### src/rtl/cdfir_pkg.sv
`timescale 1ns / 1ps

package cdfir_pkg;

  // Field widths
  localparam int SAMPLE_W    = 16;
  localparam int COEF_W      = 16;
  localparam int PROD_W      = 32;
  localparam int ACC_W       = 40;
  localparam int TAP_INDEX_W = 6;
  localparam int TAP_COUNT_W = 7;
  localparam int DEC_W       = 9;
  localparam int PHASE_W     = 8;
  localparam int LINE_W      = 2 * SAMPLE_W;

  // Stream and configuration port widths
  localparam int S_TDATA_W   = 56;
  localparam int M_TDATA_W   = 2 * ACC_W;
  localparam int CFG_INDEX_W = 2;
  localparam int CFG_DATA_W  = 9;

  // Slave tdata layout, lowest bit first
  localparam int SAMPLE_I_LSB  = 0;
  localparam int SAMPLE_Q_LSB  = SAMPLE_I_LSB + SAMPLE_W;
  localparam int TAP_INDEX_LSB = SAMPLE_Q_LSB + SAMPLE_W;
  localparam int TAP_VALUE_LSB = TAP_INDEX_LSB + TAP_INDEX_W;

  // Request kinds carried in tuser
  localparam logic REQ_SAMPLE = 1'b0;
  localparam logic REQ_TAP    = 1'b1;

  // Configuration register indexes
  localparam logic [CFG_INDEX_W-1:0] REG_TAP_COUNT  = 2'd0;
  localparam logic [CFG_INDEX_W-1:0] REG_DECIMATION = 2'd1;

  // Register reset values and limits
  localparam logic [TAP_COUNT_W-1:0] TAP_COUNT_RESET = 7'd64;
  localparam logic [DEC_W-1:0]       DEC_RESET       = 9'd1;
  localparam logic [DEC_W-1:0]       DEC_MAX         = 9'd256;

  // Per-cycle control from the sequencer to the MAC unit
  typedef struct packed {
    logic start;  // clear the accumulators
    logic valid;  // an operand pair is being read this cycle
    logic last;   // final operand pair of this output
  } mac_ctl_t;

endpackage

### src/rtl/cdfir_mac.sv
`timescale 1ns / 1ps

module cdfir_mac (
  input  logic                                clk,
  input  logic                                rst,
  input  cdfir_pkg::mac_ctl_t                 ctl,
  input  logic        [cdfir_pkg::LINE_W-1:0] line_data,
  input  logic        [cdfir_pkg::COEF_W-1:0] coef_data,
  output logic                                done,
  output logic signed [cdfir_pkg::ACC_W-1:0]  acc_i,
  output logic signed [cdfir_pkg::ACC_W-1:0]  acc_q
);
  import cdfir_pkg::*;

  logic                     rd_vld, rd_last;
  logic                     prod_vld, prod_last;
  logic signed [PROD_W-1:0] prod_i, prod_q;
  logic signed [SAMPLE_W-1:0] x_i, x_q;
  logic signed [COEF_W-1:0]   c;

  assign x_i = line_data[SAMPLE_W-1:0];
  assign x_q = line_data[LINE_W-1:SAMPLE_W];
  assign c   = coef_data;

  // Control: align with the registered read, then follow the two stages
  always_ff @(posedge clk) begin
    if (rst) begin
      rd_vld    <= 1'b0;
      rd_last   <= 1'b0;
      prod_vld  <= 1'b0;
      prod_last <= 1'b0;
      done      <= 1'b0;
    end else begin
      rd_vld    <= ctl.valid;
      rd_last   <= ctl.valid && ctl.last;
      prod_vld  <= rd_vld;
      prod_last <= rd_last;
      done      <= prod_vld && prod_last;
    end
  end

  always_ff @(posedge clk) begin
    prod_i <= x_i * c;
    prod_q <= x_q * c;
    if (ctl.start) begin
      acc_i <= '0;
      acc_q <= '0;
    end else if (prod_vld) begin
      acc_i <= acc_i + ACC_W'(prod_i);
      acc_q <= acc_q + ACC_W'(prod_q);
    end
  end

endmodule

### config.mk
export PLATFORM = sky130hd
export DESIGN_NAME = cdfir_mac
export DESIGN_NICKNAME = d
export VERILOG_FILES = /design/src/rtl/cdfir_pkg.sv /design/src/rtl/cdfir_mac.sv
export SDC_FILE = /design/constraint.sdc
export NUM_CORES = 2
export LEC_CHECK = 0
export BUFFER_PORTS_ARGS = -buffer_cell sky130_fd_sc_hd__buf_2
export CAP_MARGIN = 20
export CORE_MARGIN = 4
export CORE_UTILIZATION = 65
export DETAILED_ROUTE_END_ITERATION = 10
export PLACE_DENSITY = 0.84
export SLEW_MARGIN = 5
export SYNTH_ARGS = -nofsm -noshare
export SYNTH_HDL_FRONTEND = slang
export SYNTH_SLANG_ARGS = --single-unit
export TNS_END_PERCENT = 100
### constraint.sdc
create_clock -name clk -period 17.1 [get_ports clk]
set_input_delay 0.855 -clock clk [delete_from_list [all_inputs] [get_ports clk]]
set_output_delay 0.855 -clock clk [all_outputs]
set_load 0.01 [all_outputs]
==> flow_summary.yaml <==
run_status:
  status: "complete, no violations"
timing:
  clock_skew_ps: 16.4
  final-setup-viol-count: 0
  rsz0062_at_grt: "no"
  max_clock_freq_mhz: 145
  slew_headroom_pct: 43.1
  worstMarginPinSlew_ps: 853
  period_share_pct: 40.3
  drv_slew: 0
  min_period_ps: 6890
  tns_ps: 0
  hold_violations: 0
grt:
  grt_pass1_wl_um: 115000
  antenna_found_initial: 6
  grt-ovfl-total: 0
  grt_usage_pct: 30.3
  first_global_vias: 23500
  grt_max_degree: 64
clock_tree:
  cts.root.buffer_cell: "clkbuf_16"
  clk_pin_slew_worst_paths_ps: 70
  cts_tree: "done"
  cts_setup_buffers: 0
  clock_latency_ps: 460
  htree_levels: 4
  cts_buffer_depth: 2
  cts_hold_buf: 0
  cts.repair.resized: 0
  cts_num_sinks: 149
  cts_made_buffers: 17
yosys:
  syn_nets: 3934
  yosysUniqueCellTypes: 81
  synth.top_cell.area_share_pct: 37.8
  ys.warnings.count: 0
  synth-async-reset-ratio_pct: 0
  synth_area_leaders: "fa_1 38%, ha_1 11%, dfxtp_1 11%, inv_1 8.2%, and2_1 5.9%"
  netlist_area_um2: 27900
  synth_edf_count: 0
  avgSynthCellArea_um2: 8.95
  ys_seq_area_share_pct: 10.7
  yosys.area.top_type: "fa_1"
  ys.flop_type: "dfxtp_1"
  ys_ff_latch: 149
  syn_inst: 3113
critical_path:
  crit_path_start_kind: "primary input"
  critPathKind: "in -> reg"
  end_kind: "flip-flop"
  reg2reg_slack_ps: 14000
  r2r-start: "acc_i[6]"
  crit_arrival_ps: 7280
  r2r_cells: 9
  crit_required_ps: 17490
  crit_path_max_fanout: 32
  r2r_end: "acc_i[39]"
final_layout:
  drive_gt1_share_pct: 6.10
  syn2layout_area_growth_pct: 5.60
  stdcell_area_um2: 29400
  layout_commonest_cell: "inv_1"
  final_cell_mix: "610 x inv_1, 526 x fa_1, 327 x nand2_1"
  final_core_util_pct: 69.9
  nets: 3974
hold_path:
  hold_depth: 2
  holdCritPathClass: "reg -> reg"
  whs_endpoint: "done"
  worstHoldStart: "prod_last"
floorplan:
  coreArea_um2: 42100
  die_w_um: 215
  fp.dieH_um: 215
  fp-row-count: 75
  die_area_um2: 46300
  start_util_pct: 66.1
  ios: 134
routing:
  drcViolationCount: 0
  first_iter_violations: 1591
  vias_per_cell: 5.87
  routedWlPerCell_um: 18.5
  ant_nets: 0
  drt_first_pass_iters: 5
  wirelength_um: 68400
  vias: 21800
placed_design:
  dpl-instance-area_um2: 28800
  post-dp-hpwl_um: 54200
  io_buffers: 133
  gp_congestion: 0.943
flow_run:
  cap_violations: 0
## kinds of logic after synthesis
kind of cell             Yosys count  synth area share [%]
XOR/XNOR                         124                  3.90
adder cells (fa/ha/maj)          768                  48.6
AND/OR/NAND/NOR                  897                  15.6
AO/OA/AOI/OAI                    414                  10.1
buffers and inverters            728                  9.83
multiplexers                      33                  1.19
flip-flops                       149                  10.7
## sequential cells by signal (all words and copies together) (netlist names)
| signal | count |
|---|---|
| acc_i | 40 |
| acc_q | 40 |
| done | 1 |
| prod_i | 32 |
| prod_last | 1 |
| prod_q | 32 |
| prod_vld | 1 |
| rd_last | 1 |
| rd_vld | 1 |
## synthesized netlist by cell type (22+ instances only)
| master | count |
|---|---|
| a211oi_1 | 25 |
| a21o_1 | 64 |
| a21oi_1 | 98 |
| and2_1 | 262 |
| clkbuf_1 | 105 |
| dfxtp_1 | 149 |
| fa_1 | 526 |
| ha_1 | 242 |
| inv_1 | 610 |
| mux2i_1 | 31 |
| nand2_1 | 327 |
| nand2b_1 | 24 |
| nand3_1 | 36 |
| nor2_1 | 163 |
| nor3_1 | 22 |
| o21a_1 | 25 |
| o21ai_0 | 60 |
| o21ai_1 | 22 |
| xnor2_1 | 80 |
| xor2_1 | 44 |
## layout make-up
class,count,area (µm²)
Timing Repair Buffer,139,718
Clock buffer,18,429
Clock inverter,13,173
Fill cell,3175,12700
Sequential cell,149,2980
Multi-Input combinational cell,2236,22200
Inverter,610,2290
Antenna cell,5,12.5
Tap cell,539,674
## metrics by stage
stage,cells,setup WS [ps],hold slack (ps)
floorplan,3113,10580,404
CTS,3703,10270,422
detailed placement,3672,9770,417
global placement,3672,9940,418
global route,3708,9840,446
finish,3709,10210,418
## critical path: stages
cell and delay, ps:
buf_2 470, nand2_1 190, inv_1 160, fa_1 530
fa_1 850, fa_1 540, fa_1 500, fa_1 490
inv_1 50, fa_1 470, inv_1 40, ha_1 330
a21o_1 180, a21o_1 170, a21o_1 200, o2bb2ai_1 180
o41ai_1 490, a21oi_1 150, o21a_1 190, nor2_1 110
xnor2_1 130
## metal layers
layer | vias to the layer above | track usage (%) | part of all wire, %
li1 | 9751 | - | -
met1 | 11000 | 39.8 | 40
met2 | 886 | 52.1 | 50
met3 | 168 | 4.32 | 7.2
met4 | 0 | 10.4 | 3.1
met5 | - | 0 | 0
## worst max-delay path by stage
stage             startpoint          to  cells past startpoint
3_3_place_gp    coef_data[1]  prod_i[31]                     21
4_1_cts         coef_data[1]  prod_i[31]                     21
5_1_grt         coef_data[1]  prod_i[31]                     21
2_1_floorplan  line_data[15]  prod_i[31]                     21
6_report        coef_data[1]  prod_i[31]                     21
3_5_place_dp    coef_data[1]  prod_i[31]                     21
Power is left out: the tool's default activity adds up to more than one toggle a clock period on the data nets, which glitch-free logic cannot reach.
