### src/rtl/cdfir_pkg.sv
`timescale 1ns / 1ps

package cdfir_pkg;

  // Field widths
  localparam int SAMPLE_W    = 16;
  localparam int COEF_W      = 16;
  localparam int PROD_W      = 32;
  localparam int ACC_W       = 40;
  localparam int TAP_INDEX_W = 6;
  localparam int TAP_COUNT_W = 7;
  localparam int DEC_W       = 9;
  localparam int PHASE_W     = 8;
  localparam int LINE_W      = 2 * SAMPLE_W;

  // Stream and configuration port widths
  localparam int S_TDATA_W   = 56;
  localparam int M_TDATA_W   = 2 * ACC_W;
  localparam int CFG_INDEX_W = 2;
  localparam int CFG_DATA_W  = 9;

  // Slave tdata layout, lowest bit first
  localparam int SAMPLE_I_LSB  = 0;
  localparam int SAMPLE_Q_LSB  = SAMPLE_I_LSB + SAMPLE_W;
  localparam int TAP_INDEX_LSB = SAMPLE_Q_LSB + SAMPLE_W;
  localparam int TAP_VALUE_LSB = TAP_INDEX_LSB + TAP_INDEX_W;

  // Request kinds carried in tuser
  localparam logic REQ_SAMPLE = 1'b0;
  localparam logic REQ_TAP    = 1'b1;

  // Configuration register indexes
  localparam logic [CFG_INDEX_W-1:0] REG_TAP_COUNT  = 2'd0;
  localparam logic [CFG_INDEX_W-1:0] REG_DECIMATION = 2'd1;

  // Register reset values and limits
  localparam logic [TAP_COUNT_W-1:0] TAP_COUNT_RESET = 7'd64;
  localparam logic [DEC_W-1:0]       DEC_RESET       = 9'd1;
  localparam logic [DEC_W-1:0]       DEC_MAX         = 9'd256;

  // Per-cycle control from the sequencer to the MAC unit
  typedef struct packed {
    logic start;  // clear the accumulators
    logic valid;  // an operand pair is being read this cycle
    logic last;   // final operand pair of this output
  } mac_ctl_t;

endpackage

### src/rtl/cdfir_store.sv
`timescale 1ns / 1ps

module cdfir_store #(
  parameter int AW = 6
) (
  input  logic                          clk,
  input  logic                          rst,
  input  logic                          line_wr_en,
  input  logic [AW-1:0]                 line_wr_addr,
  input  logic [cdfir_pkg::LINE_W-1:0]  line_wr_data,
  input  logic                          coef_wr_en,
  input  logic [AW-1:0]                 coef_wr_addr,
  input  logic [cdfir_pkg::COEF_W-1:0]  coef_wr_data,
  input  logic                          rd_en,
  input  logic [AW-1:0]                 rd_line_addr,
  input  logic [AW-1:0]                 rd_coef_addr,
  output logic [cdfir_pkg::LINE_W-1:0]  rd_line_data,
  output logic [cdfir_pkg::COEF_W-1:0]  rd_coef_data
);
  import cdfir_pkg::*;

  localparam int DEPTH = 1 << AW;

  logic [LINE_W-1:0] line_mem [DEPTH];
  logic [COEF_W-1:0] coef_mem [DEPTH];
  logic [DEPTH-1:0]  line_vld;
  logic [DEPTH-1:0]  coef_vld;

  logic [LINE_W-1:0] line_raw;
  logic [COEF_W-1:0] coef_raw;
  logic              line_raw_vld;
  logic              coef_raw_vld;

  // Entries never written since reset read as zero
  always_ff @(posedge clk) begin
    if (rst) begin
      line_vld <= '0;
      coef_vld <= '0;
    end else begin
      if (line_wr_en) line_vld[line_wr_addr] <= 1'b1;
      if (coef_wr_en) coef_vld[coef_wr_addr] <= 1'b1;
    end
  end

  always_ff @(posedge clk) begin
    if (line_wr_en) line_mem[line_wr_addr] <= line_wr_data;
    if (coef_wr_en) coef_mem[coef_wr_addr] <= coef_wr_data;
    if (rd_en) begin
      line_raw     <= line_mem[rd_line_addr];
      coef_raw     <= coef_mem[rd_coef_addr];
      line_raw_vld <= line_vld[rd_line_addr];
      coef_raw_vld <= coef_vld[rd_coef_addr];
    end
  end

  assign rd_line_data = line_raw_vld ? line_raw : '0;
  assign rd_coef_data = coef_raw_vld ? coef_raw : '0;

endmodule

### config.mk
export PLATFORM = sky130hd
export DESIGN_NAME = cdfir_store
export DESIGN_NICKNAME = d
export VERILOG_FILES = /design/src/rtl/cdfir_pkg.sv /design/src/rtl/cdfir_store.sv
export SDC_FILE = /design/constraint.sdc
export NUM_CORES = 2
export LEC_CHECK = 0
export ABC_CLOCK_PERIOD_IN_PS = 2800
export BUFFER_PORTS_ARGS = -buffer_cell sky130_fd_sc_hd__buf_2
export CAP_MARGIN = 30
export CORE_MARGIN = 2
export CORE_UTILIZATION = 50
export CTS_CLUSTER_DIAMETER = 200
export DETAILED_ROUTE_END_ITERATION = 8
export HOLD_SLACK_MARGIN = 0.05
export PLACE_DENSITY = 0.72
export SLEW_MARGIN = 20
export SYNTH_ARGS = -nofsm -noshare
export SYNTH_HDL_FRONTEND = slang
export SYNTH_SLANG_ARGS = --single-unit
### constraint.sdc
create_clock -name clk -period 2.8 [get_ports clk]
set_clock_uncertainty 0.15 [all_clocks]
set_input_delay 0.14 -clock clk [delete_from_list [all_inputs] [get_ports clk]]
set_output_delay 0.14 -clock clk [all_outputs]
set_load 0.02 [all_outputs]
==> impl_metrics.json <==
{
  "outcome": "complete, no violations",
  "maxCapViolCount": 0,
  "worstPathArrival_ns": 3.40,
  "synth_xor_area_share_pct": 0,
  "globalRouteOverflowTotal": 0,
  "worst_setup_path_start_kind": "input pin",
  "worstHoldPathCells": 2,
  "synth.area.top_cells": "edfxtp_1, mux4_2, dfxtp_1, mux2i_1, nor2_1",
  "area_growth_pct": 16.2,
  "path_class": "in -> reg",
  "setup.worst_path.end_class": "register",
  "max_freq_mhz": 365,
  "drt-wirelength-per-cell_um": 31.6,
  "drv_slew": 0,
  "fin_crit_sh_pct": 98.0,
  "r2r_end": "line_raw_vld",
  "clock_path_buffers": 4,
  "nets": 6241,
  "cts_sinks": 3250,
  "htree_num_levels": 5,
  "io_buffers": 124,
  "drive_above_1_share_pct": 31.0,
  "yosysWarningCount": 0,
  "core_area_um2": 246000,
  "clkPwrFrac_pct": 41.9,
  "synth_top_family_by_area": "multiplexers",
  "power_frac_seq_pct": 52.9,
  "die_h_um": 502,
  "synth-edff-count": 3122,
  "syn_area_per_cell_um2": 22.7,
  "grt_pass1_vias": 62200,
  "hold-path-endpoint": "line_mem[51][31]",
  "swShare_pct": 20.8,
  "ys_seq_area_share_pct": 77.6,
  "synth_nets": 5549,
  "cp_max_fo": 13,
  "yosysTopAreaCellShare_pct": 75.6,
  "ys_ff_latch": 3250,
  "period_minus_slack_ns": 2.74,
  "path_cells": "dlygate4sd3_1 -> buf_2 -> nand2b_2 -> o221ai_1 -> a21oi_1 -> a21oi_1 -> dlygate4sd3_1 -> nor2_1",
  "layout_setup_ws_ns": 0.0572,
  "ys.flop_type": "edfxtp_1",
  "cts_resized": 0,
  "drt_first_pass_iters": 5,
  "die_area_um2": 252000,
  "synthArstFlopShare_pct": 0,
  "cts_buffers": 334,
  "yosys.area_share.simple_pct": 2.27,
  "hold_class": "in -> reg",
  "clk_pin_slew_ns": 0.07,
  "hold_path.startpoint": "line_wr_data[31]",
  "die_w_um": 502,
  "yosys-top-cells-count": "edfxtp_1, mux4_2, nor2_1",
  "grt_pass1_wl_um": 444000,
  "p_int_mw": 80.6,
  "cts-root-buf": "clkbuf_16",
  "powerDensity_nw_per_um2": 706,
  "rows": 182,
  "critPathRequiredTime_ns": 3.46,
  "p_comb_share_pct": 5.3,
  "path_delay_family": "buffers and inverters",
  "synth_cell_types": 39,
  "r2r_cells": 5,
  "vias": 61400,
  "synth_most_common_cell": "edfxtp_1",
  "synth-compound-area-share_pct": 1.03,
  "nFillCells": 17100,
  "initial_core_util_pct": 50.4,
  "ioPinCount": 125,
  "dr.first_iter.drc_count": 8372,
  "cp_slowest_cell": "nand2b_2",
  "setup_viol": 0,
  "relSlewSlack_pct": 44.8,
  "hold_viol_final": 0,
  "p_leak_nw": 46.0,
  "finalWeightedCongestion": 0.822,
  "syn_inst": 5472,
  "synth_top_cell_by_area": "edfxtp_1",
  "drc_errors": 0,
  "ir_drop_v": 0.000655,
  "drtAntennaViolNets": 0,
  "tightest_slew_ns": 0.805,
  "synthesis.area_um2": 124000,
  "r2r-start": "line_vld[38]",
  "hold_slack_ns": 0.0937,
  "max_stage_delay_ns": 0.64,
  "grt.total_usage_pct": 24.4,
  "dpl_worst_slack_ns": -0.104,
  "synth-adder-area-share_pct": 0,
  "clkLatencyLatePin_ns": 0.91,
  "viasPerCell": 6.30,
  "cts_tree": "yes",
  "synthMuxAreaShare_pct": 17.8,
  "power_switching_mw": 21.1,
  "grt_max_degree": 65,
  "drt-total-wl_um": 308000,
  "r2r_slack_ns": 0.11,
  "dp_hpwl_um": 175000,
  "antenna_found_initial": 16,
  "rsz0062_at_grt": "no",
  "path_buf_inv": 3
}
-- sequential cells by signal, indices dropped and copies added (netlist names) --
name,flops
coef_vld,64
line_vld,64
line_mem,2048
line_raw_vld,1
coef_mem,1024
coef_raw,16
coef_raw_vld,1
line_raw,32
-- logic make-up after synthesis --
kind of cell           count (synthesis)
buffers and inverters                296
AO/OA/AOI/OAI                        193
flip-flops                          3250
AND/OR/NAND/NOR                      638
multiplexers                        1095
-- worst reg2reg max path, delay by kind of cell (launching register included) --
kind / cells / cell delay (ns)
buffers and inverters: 1 / 0.55
AO/OA/AOI/OAI: 2 / 0.54
multiplexers: 2 / 0.89
flip-flops: 1 / 0.31
-- metal layers --
| metal | wire, um | vias up | track usage [%] | share of wire (%) |
|---|---|---|---|---|
| li1 | - | 24400 | - | - |
| met4 | 10800 | 14 | 8.23 | 3.5 |
| met3 | 29200 | 620 | 4.22 | 9.5 |
| met5 | 101 | - | 0 | 0.033 |
| met2 | 152000 | 3478 | 39.9 | 49 |
| met1 | 115000 | 32800 | 33.7 | 38 |
-- what timing repair did --
action,CTS,global route
buffers inserted,0,0
hold endpoints to repair,5655,27
setup endpoints to repair,0,0
hold buffers,98,2
-- power groups by stage --
stage / Sequential [mW] / Clock (mW) / Combinational [mW]
finish: 53.8 / 42.6 / 5.34
global route: 53.8 / 45.0 / 5.62
CTS: 53.8 / 43.1 / 5.32
detailed placement: 54.8 / 0 / 5.17
global placement: 54.8 / 0 / 5.04
floorplan: 54.8 / 0 / 2.83
-- per-stage QoR --
step / power, mW / instances / utilization, % / TNS, ns / area [um^2]
after floorplan: 57.6 / 5472 / - / -77.93 / 124000
after global routing: 104 / 9731 / 58.5 / 0 / 144000
after global placement: 59.9 / 9027 / 53.8 / -0.110 / 132000
after detailed placement: 60.0 / 9036 / 53.8 / -0.284 / 133000
final: 102 / 9732 / 58.5 / 0 / 144000
after CTS: 102 / 9723 / 58.5 / 0 / 144000
-- layout make-up --
type / instances / area, um^2 / share of cell area [%]
Timing Repair Buffer: 650 / 6610 / 4.59
Antenna cell: 3 / 7.51 / 0.00521
Multi-Input combinational cell: 1926 / 26700 / 18.5
Sequential cell: 3250 / 96300 / 66.8
Inverter: 2 / 7.51 / 0.00521
Clock inverter: 163 / 1450 / 1.01
Clock buffer: 426 / 8920 / 6.19
Tap cell: 3312 / 4140 / 2.87
-- worst max-delay path by stage --
stage | depth (start not counted) | startpoint | slack, ns | to
floorplan | 4 | line_wr_addr[2] | -0.31 | line_mem[60][0]
CTS | 9 | rd_coef_addr[0] | 0.16 | coef_raw[3]
detailed placement | 9 | rd_coef_addr[0] | -0.10 | coef_raw_vld
global placement | 9 | rd_line_addr[1] | -0.02 | line_raw[25]
finish | 8 | rd_line_addr[5] | 0.06 | line_raw[4]
global route | 9 | rd_coef_addr[0] | 0.01 | coef_raw[3]
-- cells in the final DEF, fill, tap and decap left out, types with 22 or more instances in the layout --
| cell type | n |
|---|---|
| clkbuf_1 | 78 |
| clkinv_1 | 68 |
| buf_4 | 315 |
| a21oi_1 | 44 |
| buf_2 | 96 |
| mux2i_1 | 191 |
| clkinv_2 | 49 |
| nor2_4 | 64 |
| nand3_1 | 22 |
| buf_12 | 129 |
| clkbuf_16 | 341 |
| dlygate4sd3_1 | 100 |
| a22oi_1 | 28 |
| dfxtp_1 | 128 |
| o22ai_1 | 58 |
| nand2_1 | 57 |
| nor2_1 | 331 |
| and2_1 | 50 |
| bufinv_16 | 25 |
| edfxtp_1 | 3122 |
| mux4_2 | 891 |
| nor3_1 | 22 |
Power figures use the tool's default switching activity.
